==> config.mk <==
export PLATFORM = sky130hd
export DESIGN_NAME = accel_peak_detector_unit
export DESIGN_NICKNAME = d
export VERILOG_FILES = /design/src/rtl/apd_pkg.sv /design/src/rtl/apd_cfg_regs.sv /design/src/rtl/apd_lane.sv /design/src/rtl/accel_peak_detector_unit.sv
export SDC_FILE = /design/constraint.sdc
export NUM_CORES = 2
export LEC_CHECK = 0
export BUFFER_PORTS_ARGS = -buffer_cell sky130_fd_sc_hd__buf_2
export CAP_MARGIN = 10
export CORE_ASPECT_RATIO = 1.75
export CORE_MARGIN = 2
export CORE_UTILIZATION = 69
export DETAILED_ROUTE_END_ITERATION = 16
export PLACE_DENSITY_LB_ADDON = 0.2
export SLEW_MARGIN = 20
export SYNTH_ARGS = -nofsm -noshare
export SYNTH_HDL_FRONTEND = slang
export SYNTH_SLANG_ARGS = --single-unit
==> constraint.sdc <==
create_clock -name aclk -period 27.6 [get_ports aclk]
set_input_delay 1.38 -clock aclk [delete_from_list [all_inputs] [get_ports aclk]]
set_output_delay 1.38 -clock aclk [all_outputs]
set_load 0.03 [all_outputs]
==> src/rtl/apd_pkg.sv <==
`timescale 1ns / 1ps

package apd_pkg;

    localparam int SAMPLE_W = 16;
    localparam int TIME_W   = 32;
    localparam int MAG_W    = 32;
    localparam int THR_W    = 32;
    localparam int APB_DW   = 32;
    localparam int APB_AW   = 3;

    localparam logic MODE_SAMPLE  = 1'b0;
    localparam logic MODE_RESTART = 1'b1;

    localparam logic REG_THR0 = 1'b0;
    localparam logic REG_THR1 = 1'b1;

    localparam logic [1:0] PH_START = 2'd0;
    localparam logic [1:0] PH_PEAK  = 2'd1;
    localparam logic [1:0] PH_HOLD  = 2'd2;
    localparam logic [1:0] PH_REARM = 2'd3;

    typedef struct packed {
        logic                       mode;
        logic [TIME_W-1:0]          ts;
        logic [MAG_W-1:0]           mag;
        logic signed [SAMPLE_W-1:0] x;
        logic signed [SAMPLE_W-1:0] y;
        logic signed [SAMPLE_W-1:0] z;
    } apd_item_t;

    typedef struct packed {
        logic                       emit;
        logic signed [SAMPLE_W-1:0] x;
        logic signed [SAMPLE_W-1:0] y;
        logic signed [SAMPLE_W-1:0] z;
        logic [TIME_W-1:0]          period;
    } apd_result_t;

endpackage

==> src/rtl/apd_cfg_regs.sv <==
`timescale 1ns / 1ps

module apd_cfg_regs import apd_pkg::*; (
    input  logic              aclk,
    input  logic              aresetn,
    input  logic              psel,
    input  logic              penable,
    input  logic              pwrite,
    input  logic [APB_AW-1:0] paddr,
    input  logic [APB_DW-1:0] pwdata,
    output logic [APB_DW-1:0] prdata,
    output logic [THR_W-1:0]  thr0,
    output logic [THR_W-1:0]  thr1
);

    logic [THR_W-1:0] thr0_reg, thr0_next;
    logic [THR_W-1:0] thr1_reg, thr1_next;
    logic             wr_en;
    logic             reg_sel;

    assign wr_en   = psel & penable & pwrite;
    assign reg_sel = paddr[2];

    always_comb begin
        thr0_next = thr0_reg;
        thr1_next = thr1_reg;
        if (wr_en) begin
            case (reg_sel)
                REG_THR0: thr0_next = pwdata;
                REG_THR1: thr1_next = pwdata;
                default:  thr0_next = thr0_reg;
            endcase
        end
    end

    always_ff @(posedge aclk) begin
        if (!aresetn) begin
            thr0_reg <= '0;
            thr1_reg <= '0;
        end else begin
            thr0_reg <= thr0_next;
            thr1_reg <= thr1_next;
        end
    end

    always_comb begin
        case (reg_sel)
            REG_THR0: prdata = thr0_reg;
            REG_THR1: prdata = thr1_reg;
            default:  prdata = '0;
        endcase
    end

    assign thr0 = thr0_reg;
    assign thr1 = thr1_reg;

endmodule

==> src/rtl/apd_lane.sv <==
`timescale 1ns / 1ps

module apd_lane import apd_pkg::*; #(
    parameter int HOLDOFF_SAMPLES = 20
) (
    input  logic             aclk,
    input  logic             aresetn,
    input  logic             hit,
    input  apd_item_t        item,
    input  logic [THR_W-1:0] threshold,
    output apd_result_t      result
);

    localparam int HOLD_W = $clog2(HOLDOFF_SAMPLES + 2);

    logic [1:0]                 phase_reg, phase_next;
    logic [HOLD_W-1:0]          count_reg, count_next;
    logic                       have_prev_reg, have_prev_next;
    logic [MAG_W-1:0]           peak_mag_reg, peak_mag_next;
    logic signed [SAMPLE_W-1:0] peak_x_reg, peak_x_next;
    logic signed [SAMPLE_W-1:0] peak_y_reg, peak_y_next;
    logic signed [SAMPLE_W-1:0] peak_z_reg, peak_z_next;
    logic [TIME_W-1:0]          prev_time_reg, prev_time_next;
    logic [HOLD_W-1:0]          count_inc;
    logic                       take;

    assign count_inc = count_reg + HOLD_W'(1);

    always_comb begin
        phase_next     = phase_reg;
        count_next     = count_reg;
        have_prev_next = have_prev_reg;
        prev_time_next = prev_time_reg;
        take           = 1'b0;
        result.emit    = 1'b0;
        result.x       = peak_x_reg;
        result.y       = peak_y_reg;
        result.z       = peak_z_reg;
        result.period  = have_prev_reg ? (item.ts - prev_time_reg) : '0;

        if (item.mode == MODE_RESTART) begin
            phase_next = PH_START;
            count_next = '0;
        end else begin
            case (phase_reg)
                PH_START, PH_REARM: begin
                    if (phase_reg == PH_START) begin
                        have_prev_next = 1'b0;
                    end
                    if (item.mag >= threshold) begin
                        phase_next = PH_PEAK;
                        take       = 1'b1;
                    end
                end
                PH_PEAK: begin
                    if (item.mag >= peak_mag_reg) begin
                        take = 1'b1;
                    end else begin
                        phase_next     = PH_HOLD;
                        count_next     = HOLD_W'(1);
                        result.emit    = 1'b1;
                        have_prev_next = 1'b1;
                        prev_time_next = item.ts;
                    end
                end
                default: begin
                    count_next = count_inc;
                    if (count_inc > HOLD_W'(HOLDOFF_SAMPLES)) begin
                        count_next = '0;
                        phase_next = PH_REARM;
                    end
                end
            endcase
        end

        peak_mag_next = take ? item.mag : peak_mag_reg;
        peak_x_next   = take ? item.x   : peak_x_reg;
        peak_y_next   = take ? item.y   : peak_y_reg;
        peak_z_next   = take ? item.z   : peak_z_reg;
    end

    always_ff @(posedge aclk) begin
        if (!aresetn) begin
            phase_reg     <= PH_START;
            count_reg     <= '0;
            have_prev_reg <= 1'b0;
        end else if (hit) begin
            phase_reg     <= phase_next;
            count_reg     <= count_next;
            have_prev_reg <= have_prev_next;
        end
    end

    always_ff @(posedge aclk) begin
        if (hit) begin
            peak_mag_reg  <= peak_mag_next;
            peak_x_reg    <= peak_x_next;
            peak_y_reg    <= peak_y_next;
            peak_z_reg    <= peak_z_next;
            prev_time_reg <= prev_time_next;
        end
    end

endmodule

==> src/rtl/accel_peak_detector_unit.sv <==
`timescale 1ns / 1ps

// Accelerometer peak detector with holdoff, one independent detector per
// controller. Each item is squared per axis as it enters the input register
// and summed, compared and applied to the detector state as it leaves that
// register, which loads the result register. Throughput is one item per
// clock unless stalled; a peak shows on m_valid from the result register.
// The pipeline stalls only while the result register holds a peak that
// m_ready has not yet taken. Thresholds sit at byte addresses 0 (controller
// 0) and 4 (controller 1); write them while no transaction is in flight.
module accel_peak_detector_unit import apd_pkg::*; #(
    parameter int HOLDOFF_SAMPLES = 20,
    parameter int SAMPLE_BITS     = 16,
    parameter int CONTROLLERS     = 2
) (
    input  logic                       aclk,
    input  logic                       aresetn,
    input  logic                       psel,
    input  logic                       penable,
    input  logic                       pwrite,
    input  logic [APB_AW-1:0]          paddr,
    input  logic [APB_DW-1:0]          pwdata,
    output logic [APB_DW-1:0]          prdata,
    output logic                       pready,
    input  logic                       s_valid,
    output logic                       s_ready,
    input  logic                       s_mode,
    input  logic                       s_controller,
    input  logic signed [SAMPLE_W-1:0] s_accel_x,
    input  logic signed [SAMPLE_W-1:0] s_accel_y,
    input  logic signed [SAMPLE_W-1:0] s_accel_z,
    input  logic [TIME_W-1:0]          s_timestamp,
    output logic                       m_valid,
    input  logic                       m_ready,
    output logic                       m_out_controller,
    output logic signed [SAMPLE_W-1:0] m_peak_x,
    output logic signed [SAMPLE_W-1:0] m_peak_y,
    output logic signed [SAMPLE_W-1:0] m_peak_z,
    output logic [TIME_W-1:0]          m_peak_period
);

    localparam int NUM_LANES = (CONTROLLERS < 2) ? CONTROLLERS : 2;
    localparam int PROD_W    = 2 * SAMPLE_BITS;
    localparam int SQ_W      = 2 * SAMPLE_BITS - 1;

    logic [THR_W-1:0] thr0, thr1;

    apd_cfg_regs u_cfg (
        .aclk    (aclk),
        .aresetn (aresetn),
        .psel    (psel),
        .penable (penable),
        .pwrite  (pwrite),
        .paddr   (paddr),
        .pwdata  (pwdata),
        .prdata  (prdata),
        .thr0    (thr0),
        .thr1    (thr1)
    );

    assign pready = 1'b1;

    // input stage
    logic signed [SAMPLE_BITS-1:0] xs, ys, zs;
    logic signed [PROD_W-1:0]      px, py, pz;
    logic                          s_fire, adv;

    logic                       s1_valid_reg, s1_valid_next;
    logic                       s1_mode_reg;
    logic                       s1_ctrl_reg;
    logic signed [SAMPLE_W-1:0] s1_x_reg, s1_y_reg, s1_z_reg;
    logic [SQ_W-1:0]            s1_sqx_reg, s1_sqy_reg, s1_sqz_reg;
    logic [TIME_W-1:0]          s1_ts_reg;

    always_comb begin
        xs = s_accel_x[SAMPLE_BITS-1:0];
        ys = s_accel_y[SAMPLE_BITS-1:0];
        zs = s_accel_z[SAMPLE_BITS-1:0];
        px = PROD_W'(xs) * PROD_W'(xs);
        py = PROD_W'(ys) * PROD_W'(ys);
        pz = PROD_W'(zs) * PROD_W'(zs);
    end

    assign adv     = s1_valid_reg && (!m_valid || m_ready);
    assign s_ready = !s1_valid_reg || adv;
    assign s_fire  = s_valid && s_ready;

    always_comb begin
        s1_valid_next = s1_valid_reg;
        if (s_fire) begin
            s1_valid_next = 1'b1;
        end else if (adv) begin
            s1_valid_next = 1'b0;
        end
    end

    always_ff @(posedge aclk) begin
        if (!aresetn) begin
            s1_valid_reg <= 1'b0;
        end else begin
            s1_valid_reg <= s1_valid_next;
        end
    end

    always_ff @(posedge aclk) begin
        if (s_fire) begin
            s1_mode_reg <= s_mode;
            s1_ctrl_reg <= s_controller;
            s1_x_reg    <= SAMPLE_W'(xs);
            s1_y_reg    <= SAMPLE_W'(ys);
            s1_z_reg    <= SAMPLE_W'(zs);
            s1_sqx_reg  <= px[SQ_W-1:0];
            s1_sqy_reg  <= py[SQ_W-1:0];
            s1_sqz_reg  <= pz[SQ_W-1:0];
            s1_ts_reg   <= s_timestamp;
        end
    end

    // detect stage
    apd_item_t   item;
    apd_result_t lane_res [NUM_LANES];
    logic        lane_hit [NUM_LANES];
    apd_result_t sel_res;
    logic        emit;

    always_comb begin
        item.mode = s1_mode_reg;
        item.ts   = s1_ts_reg;
        item.mag  = MAG_W'(s1_sqx_reg) + MAG_W'(s1_sqy_reg) + MAG_W'(s1_sqz_reg);
        item.x    = s1_x_reg;
        item.y    = s1_y_reg;
        item.z    = s1_z_reg;
    end

    for (genvar d = 0; d < NUM_LANES; d++) begin : g_lane
        assign lane_hit[d] = adv && (s1_ctrl_reg == 1'(d));

        apd_lane #(
            .HOLDOFF_SAMPLES (HOLDOFF_SAMPLES)
        ) u_lane (
            .aclk      (aclk),
            .aresetn   (aresetn),
            .hit       (lane_hit[d]),
            .item      (item),
            .threshold ((d == 0) ? thr0 : thr1),
            .result    (lane_res[d])
        );
    end

    always_comb begin
        sel_res = lane_res[0];
        emit    = 1'b0;
        for (int d = 0; d < NUM_LANES; d++) begin
            if (lane_hit[d] && lane_res[d].emit) begin
                sel_res = lane_res[d];
                emit    = 1'b1;
            end
        end
    end

    // result register
    logic                       m_valid_reg, m_valid_next;
    logic                       m_ctrl_reg;
    logic signed [SAMPLE_W-1:0] m_x_reg, m_y_reg, m_z_reg;
    logic [TIME_W-1:0]          m_period_reg;

    always_comb begin
        m_valid_next = m_valid_reg;
        if (emit) begin
            m_valid_next = 1'b1;
        end else if (m_ready) begin
            m_valid_next = 1'b0;
        end
    end

    always_ff @(posedge aclk) begin
        if (!aresetn) begin
            m_valid_reg <= 1'b0;
        end else begin
            m_valid_reg <= m_valid_next;
        end
    end

    always_ff @(posedge aclk) begin
        if (emit) begin
            m_ctrl_reg   <= s1_ctrl_reg;
            m_x_reg      <= sel_res.x;
            m_y_reg      <= sel_res.y;
            m_z_reg      <= sel_res.z;
            m_period_reg <= sel_res.period;
        end
    end

    assign m_valid          = m_valid_reg;
    assign m_out_controller = m_ctrl_reg;
    assign m_peak_x         = m_x_reg;
    assign m_peak_y         = m_y_reg;
    assign m_peak_z         = m_z_reg;
    assign m_peak_period    = m_period_reg;

endmodule

# Word level (Yosys, flattened, before mapping)
# Cells that the tools add are included.
# W data, S select, Z words.
[word_totals]
regBits = 562
inputBits = 124
output_inout_bits = 116
wordCells = 150
[classes]
add_sub_neg = 6
n_mul = 3
n_lt_le_gt_ge = 6
n_eq_ne = 14
mux = 48
n_bitwise = 7
n_reduce_logical = 32
[op_table]
columns = ["op", "count"]
rows = [
  ["$ge A32 B32 Y1", 4],
  ["$mul A16 B16 Y31", 3],
  ["$mux W80", 1],
  ["$mux W32", 2],
  ["$pmux W32 S2", 1],
  ["$sub A32 B32 Y32", 2],
  ["$add A31 B31 Y32", 1],
  ["$add A32 B31 Y32", 1],
  ["$mux W5", 6],
  ["$mux W1", 22],
  ["$pmux W5 S2", 2],
  ["$mux W2", 8],
  ["$reduce_and A4 Y1", 4],
  ["$add A5 B1 Y5 const B", 2],
  ["$gt A5 B5 Y1 const B", 2],
  ["$reduce_and A5 Y1", 2],
  ["$ne A2 B2 Y1 const B", 4],
  ["$pmux W1 S2", 4],
  ["$pmux W2 S2", 2],
  ["$reduce_and A2 Y1", 4],
  ["$reduce_bool A2 Y1", 4],
  ["$reduce_bool A4 Y1", 2],
  ["$logic_and A1 B1 Y1", 6],
  ["$ne A3 B2 Y1 const B", 2],
  ["11 further kinds", 25],
]

# Logic depth before layout (Yosys ltp)
[logic_depth]
ltp_word = 10
depth_mapped = 28
mapped_depth_nobuf = 25

# Modules after synthesis
# From an unflattened synthesis, not the netlist that was laid out.
[unflattened]
cells_unflattened = 5287
area_unflattened_um2 = 54974.0
[modules_own_cells]
columns = ["module", "n_inst", "cells_per_inst", "area_each_um2", "seq_area_each_um2"]
rows = [
  ["accel_peak_detector_unit", 1, 3597, 37173.2, 7547.2],
  ["apd_lane", 2, 705, 7500.9, 3523.4],
  ["apd_cfg_regs", 1, 280, 2798.9, 1281.2],
]

# Least setup slack after synthesis
# No wires, ideal clock.
[synth_path]
kind = "register to register"
from = "register s1_sqx_reg[4]"
to = "register g_lane[0].u_lane.peak_mag_reg[0], enable pin"
setup_time_ns = 0.945
arrival_ns = 16.436
required_time_ns = 26.655
setup_slack_ns = 10.219
stages_incl_launch_ff = 22
path_buffers = 0
period_less_slack_ns = 17.381
cell_sequence = "edfxtp_1 -> fa_1 -> ha_1 -> o21ai_0 -> nor2_1 -> o21a_1 -> nor2_1 -> nor2b_1 -> o21a_1 -> o21a_1 -> o21a_1 -> o21ai_0 -> a21oi_1 -> ha_1 -> nand4_1 -> or4_1 -> o21ai_0 -> a21oi_1 -> a21boi_0 -> o2111ai_1 -> and3_1 -> a2111oi_0"
[synth_lines]
columns = ["element", "line", "text"]
rows = [
  ["from (decl)", "accel_peak_detector_unit.sv:72", "logic [SQ_W-1:0] s1_sqx_reg, s1_sqy_reg, s1_sqz_reg;"],
  ["from (signal assigned)", "accel_peak_detector_unit.sv:112", "s1_sqx_reg <= px[SQ_W-1:0];"],
  ["to (signal assigned)", "apd_lane.sv:96", "peak_mag_reg <= peak_mag_next;"],
  ["to (decl)", "apd_lane.sv:19", "logic [MAG_W-1:0] peak_mag_reg, peak_mag_next;"],
]

==> tab_implementation.tex <==
\begin{tabular}{lr}
\hline
Metric & Value \\
\hline
\multicolumn{2}{l}{\textbf{Detailed routing}} \\
\quad Detailed Route WL & 121000 microns \\
\quad Number of design rule violations left after detail routing & 0 \\
\quad DRT Pass-1 Iters & 5 \\
\quad Routed len/inst & 19.4 microns \\
\quad Routed via count & 35.7k \\
\quad Antenna violation net count after detailed routing & 0 \\
\quad Post-detailed-route via-to-cell ratio & 5.69 \\
\quad 1st-iter DRT viols & 2046 \\
\multicolumn{2}{l}{\textbf{STA}} \\
\quad Max-slew headroom & 0.300 \\
\quad Hold Vio Cnt, Final & 0 \\
\quad Min Clock Period, post-route & 7.88 ns \\
\quad Largest clock skew in the final design & 0.0255 ns \\
\quad Maximum achievable frequency & 127 MHz \\
\quad Final Slew Violations & 0 \\
\quad Setup TNS & 0 ns \\
\quad Fraction of the cycle the final worst path needs & 0.285 \\
\quad Pin slew with the least headroom to its limit & 1.04 ns \\
\quad Final setup violation count & 0 \\
\quad Unrepaired setup endpoints after global routing & false \\
\multicolumn{2}{l}{\textbf{Clocking}} \\
\quad PostCTS Resize Cnt & 0 \\
\quad Maximum clock insertion buffer count & 3 \\
\quad Buffer count from post-CTS setup fixing & 0 \\
\quad Insertion delay of the later-clocked pin in the worst-skew pair & 0.63 ns \\
\quad Clock slew at the register clock pins of the worst setup and hold paths & 0.07 ns \\
\quad TritonCTS clock tree & done \\
\quad Cts hold-fix bufs & 0 \\
\quad Number of levels the H-tree was split into & 2 \\
\quad CTS root buffer & clkbuf\_16 \\
\quad Number of sinks driven by the clock tree & 556 \\
\quad CTS Buf Count & 52 \\
\multicolumn{2}{l}{\textbf{Global route}} \\
\quad Initial antenna violation count & 3 \\
\quad Global router's overall resource usage & 0.322 \\
\quad Gr busiest metal & met2 \\
\quad Largest net degree at the start of global routing & 77 \\
\quad Residual overflow from global routing & 0 \\
\quad Global-route met1 utilization & 0.340 \\
\quad Number of global-route vias before repair & 38.8k \\
\quad Met2 Track Usage GR & 0.606 \\
\quad Met3 Track Usage GR & 0.0363 \\
\quad Global-route wire length before repair & 194000 microns \\
\multicolumn{2}{l}{\textbf{Critical path}} \\
\quad Crit path arrival time & 8.13 ns \\
\quad Worst setup path class & reg2reg \\
\quad Worst r2r src & s1\_sqx\_reg[10]\$\_DFFE\_PP\_ \\
\quad Terminus of the critical flop-to-flop path & m\_peak\_z[14]\$\_DFFE\_PP\_ \\
\quad Max Fanout on Critical Path & 43 \\
\quad R2R Setup Slk & 19.72 ns \\
\quad Register-to-Register Path Depth & 21 \\
\quad Critical path launch point type & register \\
\quad Crit. End Element & register \\
\quad Endpoint required time on the critical path & 27.85 ns \\
\multicolumn{2}{l}{\textbf{Synthesis}} \\
\quad Multiplexer share of the synthesized area & 0.0136 \\
\quad Synthesized-area fraction occupied by xor and xnor cells & 0.0345 \\
\quad Sequential share of the synthesized area & 0.302 \\
\quad Count of yosys warnings during synthesis & 0 \\
\quad Simple-gate share of the synthesized area & 0.0878 \\
\quad Number of enable-type register cells in the synthesized netlist & 474 \\
\quad Asr flop ratio synth & 0 \\
\quad Unique cell type count in the Yosys netlist & 78 \\
\quad \#FFs+latches synth & 556 \\
\quad Dominant combinational cell family by area after synthesis & adder cells \\
\quad Share of the synthesized area in the top cell type & 0.274 \\
\quad Average cell area after synthesis & 10.5 sq um \\
\quad Synthesized cell area & 52600 sq um \\
\quad Library cell with the highest instance count after synthesis & inv\_1 \\
\quad Number of instances in the synthesized netlist & 5006 \\
\quad Area fraction in compound gates after synthesis & 0.0808 \\
\quad Biggest area contributors in the synthesized netlist & fa\_1 27\%, edfxtp\_1 27\%, ha\_1 11\% \\
\quad Top flip-flop cell by instance count after synthesis & edfxtp\_1 \\
\quad Net Count, Synth & 6324 \\
\quad Post-synth top cells & 1190 x inv\_1, 721 x fa\_1, 474 x edfxtp\_1, 473 x ha\_1, 464 x nand2\_1 \\
\quad Post-Synth Adder-Cell Area & 0.387 \\
\quad Post-synth top area cell & fa\_1 \\
\multicolumn{2}{l}{\textbf{Floorplan}} \\
\quad IO Count & 240 \\
\quad Die span in y & 369 microns \\
\quad Cell Rows & 134 \\
\quad Area of the die & 78500 sq um \\
\quad Chip Width & 213 microns \\
\quad Core Region & 76000 sq um \\
\quad Starting utilization of the core area & 0.693 \\
\multicolumn{2}{l}{\textbf{Worst hold path}} \\
\quad Hold Crit Endpoint & g\_lane[0].u\_lane.peak\_x\_reg[4]\$\_DFFE\_PP\_ \\
\quad Worst hold path cell count & 0 \\
\quad Type of the worst min-delay path & reg2reg \\
\quad Worst hold start & s1\_x\_reg[4]\$\_DFFE\_PP\_ \\
\multicolumn{2}{l}{\textbf{Flow run}} \\
\quad MaxCap Viol Count & 0 \\
\multicolumn{2}{l}{\textbf{Placement}} \\
\quad Placer congestion estimate & 0.957 \\
\quad Port Buffers & 236 \\
\quad Final HPWL DP & 95200 microns \\
\multicolumn{2}{l}{\textbf{Status}} \\
\quad Status & finished, final reports clean \\
\multicolumn{2}{l}{\textbf{Cells and area}} \\
\quad Final core utilization & 0.744 \\
\quad Area added between synthesis and finish & 7.40\% \\
\quad Fraction of final layout cells with drive strength greater than 1 & 0.0830 \\
\quad Fin nets & 6518 \\
\hline
\end{tabular}
-- how the worst max path moves through the flow --
stage | startpoint | to | slack, ns
floorplan | s1_sqx_reg[4]$_DFFE_PP_ | g_lane[0].u_lane.peak_mag_reg[0]$_DFFE_PP_ | 10.22
global placement | s_accel_y[15] | s1_sqy_reg[30]$_DFFE_PP_ | 19.24
detailed placement | s_accel_y[15] | s1_sqy_reg[30]$_DFFE_PP_ | 19.25
CTS | s1_sqx_reg[10]$_DFFE_PP_ | m_peak_z[8]$_DFFE_PP_ | 19.66
global route | s1_sqx_reg[10]$_DFFE_PP_ | m_peak_z[14]$_DFFE_PP_ | 19.22
finish | s1_sqx_reg[10]$_DFFE_PP_ | m_peak_z[14]$_DFFE_PP_ | 19.72
-- metal layers --
metal	up-vias	share of wire	wire [microns]
met2	1111	0.54	66000
met1	17800	0.34	41400
li1	16300	-	-
met5	-	0.00022	27
met4	4	0.067	8130
met3	432	0.047	5720
-- cell type report --
type / count / area (sq um)
flip-flops and latches: 556 / 15900
well taps: 1020 / 1280
clock inverters: 36 / 325
fillers: 5374 / 19500
diodes: 2 / 5.00
repair buffers: 262 / 1380
clock buffers: 60 / 1370
multi-input cells: 3136 / 31800
inverters: 1192 / 4470
-- kinds of logic (layout without fill, tap and decap cells) --
group,after synthesis,in the layout
AND/OR/NAND/NOR,1004,1004
AO/OA/AOI/OAI,664,664
adder cells (fa/ha/maj),1194,1194
XOR/XNOR,207,207
buffers and inverters,1314,1550
other,2,4
multiplexers,65,65
flip-flops,556,556
-- worst max-delay path, stage by stage (launching register included) --
cell and delay (ns):
edfxtp_1 0.45, fa_1 0.51, ha_1 0.35, nand3_1 0.15
or3_1 0.44, a31oi_1 0.30, o21ai_0 0.21, a21boi_0 0.43
a21oi_1 0.16, xnor2_1 0.75, ha_1 0.39, a21o_1 0.18
a21o_1 0.17, a21oi_1 0.15, nor2b_1 0.06, o21ai_0 0.14
a21oi_1 0.09, a211o_1 0.39, nor3_2 0.20, buf_4 0.52
or2_4 0.75, buf_4 0.62
-- cell usage in the layout (no fill, tap or decap), types with 13 or more instances in the layout --
cell       Yosys  final
ha_1         473    473
mux2i_1       13     13
buf_4          1     27
and3_1        14     14
inv_1       1190   1189
and2_1       114    113
xnor2_1      149    149
nand2b_1      41     41
o22ai_1       31     31
fa_1         721    721
a31oi_1       19     19
o21ai_0      116    116
clkinv_1       2     14
edfxtp_1     474    474
or3_1         17     17
nand4_1       28     28
nand3_1       48     48
clkbuf_16      0     54
nor2_1       176    174
xor2_1        58     58
nor2b_1       28     28
o21a_1        27     27
a21oi_1      223    223
nor3_1        40     39
a211oi_1      13     13
a21o_1       115    115
o21bai_1      23     23
nand2_1      464    464
dfxtp_1       82     82
buf_2          5    235
mux2_2        52     52
-- per-stage QoR --
step | cell area [sq um] | setup slack [ns] | std cells | hold slack, ns
floorplan | 52600 | 10.22 | 5006 | 0.421
global placement | 54800 | 19.24 | 6166 | 0.422
detailed placement | 54800 | 19.25 | 6166 | 0.431
CTS | 56500 | 19.66 | 6262 | 0.437
global route | 56500 | 19.22 | 6263 | 0.450
finish | 56500 | 19.72 | 6264 | 0.436
Power is not shown: default switching activity piles up to over one toggle a cycle in this logic, so the estimate is an artifact.
